--- config.mk ---
export PLATFORM = sky130hd
export DESIGN_NAME = rmt_cell
export DESIGN_NICKNAME = d
export VERILOG_FILES = /design/src/rtl/rmt_pkg.sv /design/src/rtl/rmt_cell.sv
export SDC_FILE = /design/constraint.sdc
export NUM_CORES = 1
export LEC_CHECK = 0
export BUFFER_PORTS_ARGS = -buffer_cell sky130_fd_sc_hd__buf_2
export CORE_MARGIN = 2
export CORE_UTILIZATION = 50
export DETAILED_ROUTE_END_ITERATION = 8
export PLACE_DENSITY = 0.92
export SLEW_MARGIN = 20
export SYNTH_ARGS = -nofsm -noshare
export SYNTH_HDL_FRONTEND = slang
export SYNTH_SLANG_ARGS = --single-unit
--- constraint.sdc ---
create_clock -name clk -period 6.79 [get_ports clk]
set_clock_uncertainty 0.05 [all_clocks]
set_input_delay 1.0185 -clock clk [delete_from_list [all_inputs] [get_ports clk]]
set_output_delay 1.0185 -clock clk [all_outputs]
set_load 0.01 [all_outputs]
--- src/rtl/rmt_pkg.sv ---
// Package for the running median tracker: field widths and the default capacity.
// No dependencies; used by rmt_cell and running_median_tracker_top.
package rmt_pkg;

	localparam int SAMPLE_W         = 32;
	localparam int MEDIAN_W         = 33;
	localparam int COUNT_W          = 7;
	localparam int DEFAULT_CAPACITY = 64;

endpackage

--- src/rtl/rmt_cell.sv ---
// One cell of the sorted insertion chain: holds one sample and shifts right on insert.
// Depends on rmt_pkg.
module rmt_cell #(
	parameter int INDEX = 0,
	parameter int CNT_W = 7
) (
	input  logic                                clk,
	input  logic                                ins,
	input  logic signed [rmt_pkg::SAMPLE_W-1:0] sample,
	input  logic        [CNT_W-1:0]             count,
	input  logic signed [rmt_pkg::SAMPLE_W-1:0] left_value,
	input  logic                                left_gt,
	output logic signed [rmt_pkg::SAMPLE_W-1:0] value,
	output logic                                gt
);

	logic signed [rmt_pkg::SAMPLE_W-1:0] value_q;
	logic                                occupied;
	logic                                at_end;

	assign occupied = CNT_W'(INDEX) < count;
	assign at_end   = CNT_W'(INDEX) == count;

	// The first free cell acts as plus infinity, so the new sample lands there
	// when it is not below any held sample. Equal samples stay to the left.
	assign gt    = at_end | (occupied & (value_q > sample));
	assign value = value_q;

	always_ff @(posedge clk) begin
		if (ins && gt) begin
			value_q <= left_gt ? left_value : sample;
		end
	end

endmodule

==> Yosys cells after proc, flatten, opt, wreduce, memory -nomap -nowiden <==
Cells that the tools add are included.
{ "op_classes": {"order_cmp": 2, "reduce_logical": 2, "n_mux": 1, "n_bitwise": 2} }
{ "op_table": {"columns": ["cell", "n"], "rows": [
  ["$gt 32x32->1", 1],
  ["$mux 32", 1],
  ["$logic_not 7->1", 1],
  ["$lt 1x7->1 const A", 1],
  ["$and 1x1->1", 1],
  ["$logic_and 1x1->1", 1],
  ["$or 1x1->1", 1]
]} }
{ "word_totals": {"output_inout_bits": 33, "elab_cells": 8, "in_bits": 74, "reg_bits": 32} }

==> Longest topological paths before layout <==
Gate-level depths: netlist (run 1).
{ "logic_depth": {"ltp_word": 4, "ltp_mapped": 8, "depth_no_buf": 8} }

==> Least setup slack after synthesis (run 1) <==
No wires, ideal clock.
{ "synth_timing": {"kind": "input to register", "startpoint": "input port sample[31] (netlist bit)", "endpoint": "register value_q, in the netlist value[0], enable pin", "n_path_buf": 0, "arrival_time_ps": 4056, "setup_time_ps": 441, "path_stages": 8, "required_ps": 6299, "setup_slack_ps": 2243, "path_cell_list": "inv_1 -> ha_1 -> nand4_2 -> nor4_2 -> and3_1 -> o31a_2 -> nor3_2 -> nor4b_2"} }
{ "synth_between": {"elab_chain_len": 4} }
{ "synth_rtl": {"columns": ["element", "line", "source"], "rows": [
  ["start, declared", "rmt_cell.sv:9", "input logic signed [rmt_pkg::SAMPLE_W-1:0] sample,"],
  ["$gt 32x32->1", "rmt_cell.sv:26", "assign gt = at_end | (occupied & (value_q > sample));"],
  ["$and 1x1->1", "rmt_cell.sv:26", null],
  ["$or 1x1->1", "rmt_cell.sv:26", null],
  ["$logic_and 1x1->1", "rmt_cell.sv:30", "if (ins && gt) begin"],
  ["end signal, assigned", "rmt_cell.sv:31", "value_q <= left_gt ? left_value : sample;"],
  ["end, declared", "rmt_cell.sv:17", "logic signed [rmt_pkg::SAMPLE_W-1:0] value_q;"]
]} }
No other way between the ends.
A chain may end at the register's enable or synchronous reset.

==> Worst setup path after layout (run 1) <==
{ "layout_timing": {"startpoint": "input port sample[31] (netlist bit)", "endpoint": "output port gt"} }
{ "layout_between": {"elab_chain_len": 3} }
{ "layout_rtl": {"columns": ["element", "line", "source"], "rows": [
  ["$gt 32x32->1", "rmt_cell.sv:26", null],
  ["$and 1x1->1", "rmt_cell.sv:26", null],
  ["$or 1x1->1", "rmt_cell.sv:26", null],
  ["end, declared", "rmt_cell.sv:14", "output logic gt"]
]} }
No other way between the ends.

==> impl_results.md, run 1 <==
* Mapped Area at ~0.0022 mm²
* Most common cell after layout, fill and taps aside: buf_2
* Reg-to-Reg Start: value[31]$_DFFE_PP_
* Crit path max fanout at 4
* Ports at 107
* Count of cell types in the netlist at 29
* Register area share after synthesis at between 40% and 50%
* Hold Startpoint: left_value[19]
* Multi-input combinational cell area at around 0.0011 mm²
* Fin crit period at around 3900 ps
* WS Path Type: primary input to output port
* Leakage at about 1.4 nW
* Cell taking the most area after synthesis: edfxtp_1
* Via-to-Cell Ratio at 5.139
* Worst path cell trace: buf_2, inv_1, ha_1, nand4_2, nor4_2, and3_1, o31a_2, nor3_2, nor3_1, buf_2
* Post-CTS Hold Buffers at 0
* CTS buffer count at 5
* GR Util met2 at 38.25%
* Status: finished clean
* Worst path required time at approximately 5700 ps
* Hold endpoint: value[19]$_DFFE_PP_
* Most frequent cell on the critical path: buf_2
* Post-route clock period utilization at 57.55%
* Worst R2R End: value[20]$_DFFE_PP_
* Final setup fails at 0
* Mean Syn Cell Area at approximately 9.7 µm²
* Fin. max-slew vios at 0
* Port Buffers at 106
* Global-route met1 utilization at 25.51%
* Clock sinks at 32
* FFs w/ async S/R, synth at 0%
* Root Driver: clkbuf_8
* Cell internal pwr at just under 0.0004 W
* Register bit total from synthesis at 32
* FMAX at around 260 MHz
* Vias post-DR at between 1500 and 2000
* GRT Overall Usage at a little over a fifth
* Clk_lat worst skew at between 200 and 300 ps
* Register area at approximately 960 µm²
* Layout cell share with drive strength beyond 1 at between 30 and 40%
* Final hold slack at 954.5 ps
* Detailed-route DRC error count at 0
* HP Class: primary input to register
* Initial antenna violation count at 0
* Clk pin slew, worst setup/hold paths at 70 ps
* Top cells by area, synth: edfxtp_1 45%, ha_1 19%, o21ai_0 7.9%, nand2_1 7.1%, inv_1 5.6%
* Top Usage Layer GRT: met2
* Wirelength per Cell at between 10 and 15 µm
* Most frequent cells in the layout: 106 x buf_2, 41 x nand2_1, 34 x o21ai_0
* Synth warn at 0
* Pin count of the biggest net entering global routing at 64
* Slew headroom at 38.80%
* Die area at about 0.0049 mm²
* Slew @ Worst Pin at between 900 and 1000 ps
* CTS tree: yes
* Setup TNS at 0 ps
* Largest register FFs at 32
* Final nets at 436
* N_diodes at 0
* DP HPWL at ~4000 µm
* Routability cong. at about 0.8
* Top delay family on crit path: simple AND/OR/NAND/NOR gates
* GR Overflow Total at 0
* Drt first pass iters at 5
* Vias in the first global route at between 1500 and 2000
* Maximum vdd drop at approximately 160 µV
* CP endpoint kind: output port
* Sw Share at 30.76%
* H-tree depth at 2
* Syn Nets at ~330
* CTS Buffer Depth at 2
* Placeable Area at around 0.004 mm²
* # Post-CTS Setup Buffers at 0
* WHS Path Cells at 3
* Global-route wire length before repair at around 8300 µm
* Layout fillers at approximately 330
* Slowest CP cell: nor4_2
* Post-DRT Antenna Nets at 0
* Post-synthesis cell count at between 200 and 250
* Post-cts sizing count at 0
* NetSw at between 0.00015 and 0.0002 W
* Comb power frac at approximately 28%
* Initial DRC count at ~100
* Starting Density at 52.73%
* Dominant synthesized flop cell: edfxtp_1
* Die height at approximately 70 µm
* Power Density at approximately 200 mW/mm²
* Final Hold Vio Count at 0
* Post-synth EDFFs at 32
* Die X at 69.65 µm
* Sequential Power Share at approximately 47%
* Setup crit start kind: primary input
* Max-cap violations at 0
* Met3 Track Usage GR at under 10%
* P&R area growth vs syn at 30.89%
* Num rows at 23
* Total wire length at 5116 µm
* Crit path buffers/inverters at 3
* RSZ-0062 raised after global routing: false
* Cells on worst reg2reg path at 8
* CP peak stage delay at 360 ps
* Synth top area share at approximately 45%
* Worst EP arrival at ~2800 ps
* Flop-to-flop setup slack at 3500 ps
* Clock share of power at 25.5%
-- synthesized netlist by cell type, types with 2 or more instances --
cell / n
inv_1: 32
nand4_1: 3
o211ai_1: 2
nor3_1: 2
edfxtp_1: 32
nand2_1: 41
a21oi_1: 12
o21ai_0: 34
nor4_1: 2
nor2_1: 3
nand3_1: 2
clkbuf_1: 7
and3_1: 2
ha_1: 32
a21o_1: 3
-- per-stage QoR --
stage               utilization [%]  area [µm²]  setup WS, ps  cells  total power, W
finish                        69.01        2820          2883    381       0.0005550
global route                  69.01        2820          2714    381       0.0005870
CTS                           69.01        2820          2884    381       0.0005570
detailed placement            66.99        2738          2785    373       0.0004179
global placement              66.99        2738          2784    373       0.0004110
floorplan                         -        2155          2243    223       0.0003521
-- layer usage --
| metal | part of all wire, % | vias to the layer above |
|---|---|---|
| li1 | - | 1004 |
| met1 | 41 | 877 |
| met2 | 52 | 66 |
| met3 | 4.8 | 11 |
| met4 | 2.2 | 0 |
| met5 | 0 | - |
-- power by group through the flow --
stage	logic [W]	clock network [W]	registers, W
after floorplan	0.0000782	0	0.000274
after global placement	0.000148	0	0.000263
after detailed placement	0.000154	0	0.000264
after CTS	0.000155	0.000142	0.000260
after global routing	0.000174	0.000151	0.000262
final	0.000154	0.000141	0.000260
-- cell type report --
| type | instances | area share [%] |
|---|---|---|
| Clock buffer | 5 | 2.440 |
| Clock inverter | 3 | 0.4880 |
| Inverter | 32 | 4.259 |
| Multi-Input combinational cell | 152 | 37.44 |
| Sequential cell | 32 | 34.07 |
| Tap cell | 50 | 2.218 |
| Timing Repair Buffer | 107 | 19.08 |
-- worst max-delay path by stage --
stage / startpoint / end / slack [ps] / cells after the start
global placement: sample[31] / value[15]$_DFFE_PP_ / 2780 / 10
detailed placement: sample[31] / value[26]$_DFFE_PP_ / 2790 / 10
global route: sample[15] / gt / 2710 / 10
floorplan: sample[31] / value[0]$_DFFE_PP_ / 2240 / 8
CTS: sample[31] / gt / 2880 / 10
finish: sample[31] / gt / 2880 / 10
-- cell families (layout without fill, tap and decap cells) --
group / count (synthesis) / count (layout) / share of synthesized area [%]
muxes: 1 / 1 / 0.5226
DFF: 32 / 32 / 44.60
AOI/OAI and AO/OA: 56 / 56 / 14.46
and+or+nand+nor: 63 / 63 / 15.04
adders and majority gates: 32 / 32 / 18.58
buffers and inverters: 39 / 147 / 6.795
-- worst register-to-register path, stage by stage, from the launching register on --
cell	delay (ps)
edfxtp_1	410
ha_1	390
nand4_2	170
nor4_2	360
and3_1	240
o31a_2	150
nor3_2	50
nor4b_4	730
buf_4	420
Power figures use the tool's default switching activity.
==> inputs of run 2 (changes only) <==
Settings changed: ABC_AREA set to 1, CORE_UTILIZATION 50 to 46, PLACE_DENSITY 0.92 to 0.86.
Clock period 6.79 ns to 3.8 ns, I/O delays scaled along.
==> run 2 against run 1 <==
Count of clock-buffer cells in the layout is the same. Sequential power grew 79%. Final cell count grew 8.1%. Sequential share of layout area shrank 0.34 points. Global-route usage shrank 2.2 points. Largest power group unchanged. Highest routed layer unchanged.
==> impl_results.md, run 2 <==
* Final nets at 464 (was 436)
* Register area share after synthesis at 43.96% (was 44.60%)
* Most common cell after layout, fill and taps aside: buf_2 (unchanged)
* Worst path required time at 3180 ps (was 5720 ps)
* Ports at 107 (unchanged)
* Clk pin slew, worst setup/hold paths at 70 ps (about the same)
* Max-cap violations at 0 (unchanged)
* Simple logic cell fraction of the synthesized area at 16.77% (was 15.04%)
* Final setup fails at 0 (unchanged)
* Worst R2R End: value[15]$_DFFE_PP_ (was value[20]$_DFFE_PP_)
* Leakage at 1.510 nW (was 1.444 nW)
* CP endpoint kind: output port (unchanged)
* Layout cell share with drive strength beyond 1 at 34.08% (was 37.16%)
* Status: finished clean (unchanged)
* Count of cell types in the netlist at 24 (was 29)
* Pin count of the biggest net entering global routing at 64 (unchanged)
* Most frequent cells in the layout: 106 x buf_2, 68 x nand2_1, 38 x inv_1 (was 106 x buf_2, 41 x nand2_1, 34 x o21ai_0)
* Total wire length at 4994 µm (was 5116 µm)
* Syn Nets at 357 (was 329)
* Initial antenna violation count at 0 (unchanged)
* Post-synthesis cell count at 251 (was 223)
* Most common cell in the synthesized netlist: nand2_1 (unchanged)
* Slew headroom at 39.47% (was 38.80%)
* Mapped Area at 0.002186 mm² (was 0.002155 mm²)
* Register bit total from synthesis at 32 (unchanged)
* Clk_lat worst skew at 280 ps (was 290 ps)
* WS Path Type: register to output port (was primary input to output port)
* CTS Buffer Depth at 2 (unchanged)
* Mean Syn Cell Area at 8.709 µm² (was 9.662 µm²)
* Hold Startpoint: left_value[30] (was left_value[19])
* Crit path max fanout at 4 (unchanged)
* Drt first pass iters at 4 (was 5)
* Multiplexer area fraction after synthesis at 0.5152% (was 0.5226%)
* DP HPWL at 4096 µm (was 4115 µm)
* Cell taking the most area after synthesis: edfxtp_1 (unchanged)
* Post-cts sizing count at 0 (unchanged)
* Placed inst area at 0.002773 mm² (was 0.002738 mm²)
* Post-CTS Hold Buffers at 0 (unchanged)
* Setup crit start kind: register (was primary input)
* Fin. max-slew vios at 0 (unchanged)
* Initial DRC count at 73 (was 99)
* Synth Area in Adders at 18.32% (was 18.58%)
* GRT Overall Usage at 19.33% (was 21.50%)
* P&R area growth vs syn at 30.34% (was 30.89%)
* Post-route clock period utilization at 69.74%
* Finished Core Util at 61.13% (was 69.01%)
* Synth warn at 0 (unchanged)
* Dominant synthesized flop cell: edfxtp_1 (unchanged)
* Wirelength per Cell at 12.12 µm (was 13.43 µm)
* Post-synth EDFFs at 32 (unchanged)
* Hold endpoint: value[30]$_DFFE_PP_ (was value[19]$_DFFE_PP_)
* Placeable Area at 0.004661 mm² (was 0.004086 mm²)
* Via-to-Cell Ratio at 4.847 (was 5.139)
* Flop-to-flop setup slack at 1340 ps (was 3500 ps)
* Slew @ Worst Pin at 908.0 ps (was 918.0 ps)
* Fin crit period at 2650 ps
* CTS buffer count at 5 (unchanged)
* Port Buffers at 106 (unchanged)
* Post-Synth XOR/XNOR Area at 0% (unchanged)
* Maximum vdd drop at 207.8 µV (was 157.4 µV)
* FFs w/ async S/R, synth at 0% (unchanged)
* Die X at 72.94 µm (was 69.65 µm)
* Largest register FFs at 32 (unchanged)
* Final Hold Vio Count at 0 (unchanged)
* Vias post-DR at 1997 (was 1958)
* Vias in the first global route at 1836 (was 1971)
* Main combinational cell family by area after synthesis: adder cells (unchanged)
* N_diodes at 0 (unchanged)
* RSZ-0062 raised after global routing: false (unchanged)
* WHS Path Cells at 3 (unchanged)
* Cells on worst reg2reg path at 10 (was 8)
* # Post-CTS Setup Buffers at 0 (unchanged)
* Power Density at 344.9 mW/mm² (was 196.8 mW/mm²)
* Global-route wire length before repair at 7831 µm (was 8335 µm)
* Reg-to-Reg Start: value[31]$_DFFE_PP_ (unchanged)
* Synth top area share at 43.96% (was 44.60%)
* HP Class: primary input to register (unchanged)
* Compound-gate portion of the synthesized area at 12.19% (was 14.46%)
* Commonest cells in the netlist: 68 x nand2_1, 38 x inv_1, 32 x edfxtp_1, 32 x ha_1, 31 x o21ai_0 (was 41 x nand2_1, 34 x o21ai_0, 32 x edfxtp_1, 32 x ha_1, 32 x inv_1)
* FMAX at 377.3 MHz
* Post-DRT Antenna Nets at 0 (unchanged)
* Layout fillers at 433 (was 333)
* Clock sinks at 32 (unchanged)
* CTS tree: yes (unchanged)
* Top cells by area, synth: edfxtp_1 44%, ha_1 18%, nand2_1 12%, o21ai_0 7.1%, inv_1 6.5% (was edfxtp_1 45%, ha_1 19%, o21ai_0 7.9%, nand2_1 7.1%, inv_1 5.6%)
* Starting Density at 46.90% (was 52.73%)
* H-tree depth at 2 (unchanged)
* Setup TNS at 0 ps (unchanged)
* GR Overflow Total at 0 (unchanged)
* Final instance area at 0.002849 mm² (was 0.002820 mm²)
* Num rows at 25 (was 23)
* Root Driver: clkbuf_8 (unchanged)
* Detailed-route DRC error count at 0 (unchanged)
* Die height at 72.94 µm (was 69.65 µm)
* Die area at 0.005320 mm² (was 0.004850 mm²)
* Worst EP arrival at 2030 ps (was 2840 ps)
* Routability cong. at 0.7995 (was 0.7878)
[run 2: area by class of cell]
class / instances / area (µm²) / area share [%]
Inverter: 41 / 153.9 / 5.402
Clock buffer: 5 / 68.82 / 2.415
Tap cell: 54 / 67.56 / 2.372
Multi-Input combinational cell: 171 / 1052 / 36.93
Sequential cell: 32 / 960.9 / 33.73
Timing Repair Buffer: 107 / 538.0 / 18.88
Clock inverter: 2 / 7.507 / 0.2635
[run 2: cell families (layout without fill, tap and decap cells)]
logic type	count (synthesis)	in the layout
AND/OR/NAND/NOR	87	87
AO/OA/AOI/OAI	51	51
buffers and inverters	48	155
adder cells (fa/ha/maj)	32	32
flip-flops	32	32
multiplexers	1	1
[run 2: critical path, cell delays in order, from the launching register on]
cell,delay [ps]
edfxtp_1,410
ha_1,360
a21oi_1,160
o21a_1,130
nand2_1,50
a21oi_1,180
nand2_1,90
nand2_1,70
nand3_2,90
nand2_1,80
buf_2,130
[run 2: metal layers]
metal	vias to the layer above	part of all wire, %	track usage (%)
li1	1049	-	-
met1	879	40	22.11
met2	65	53	35.96
met3	4	5.1	4.144
met4	0	1.2	5.556
met5	-	0	0
[run 2: worst max path at each step]
stage / start / to / slack, ps / cells after the start
final: value[31]$_DFFE_PP_ / gt / 1150 / 10
after global routing: value[11]$_DFFE_PP_ / gt / 980 / 11
after CTS: value[31]$_DFFE_PP_ / gt / 1110 / 10
after detailed placement: sample[31] / value[19]$_DFFE_PP_ / 1050 / 12
after global placement: sample[31] / value[19]$_DFFE_PP_ / 1130 / 12
after floorplan: sample[31] / value[0]$_DFFE_PP_ / 820 / 10
[run 2: where the power goes]
| group | switching [W] | total, W | leakage (nW) | internal, W |
|---|---|---|---|---|
| clock network | 0.000118 | 0.000239 | 0.0391 | 0.000121 |
| logic | 0.000160 | 0.000279 | 1.17 | 0.000119 |
| registers | 0.0000216 | 0.000465 | 0.305 | 0.000443 |
[run 2: through the flow]
step	hold slack (ps)	std cells	setup slack, ps	power (W)
2_1_floorplan	707.1	251	823.9	0.0006356
3_3_place_gp	791.8	405	1128	0.0007404
3_5_place_dp	803.8	405	1048	0.0007535
4_1_cts	511.4	412	1106	0.0009935
5_1_grt	517.8	412	977.4	0.001046
6_report	512.5	412	1150	0.0009827
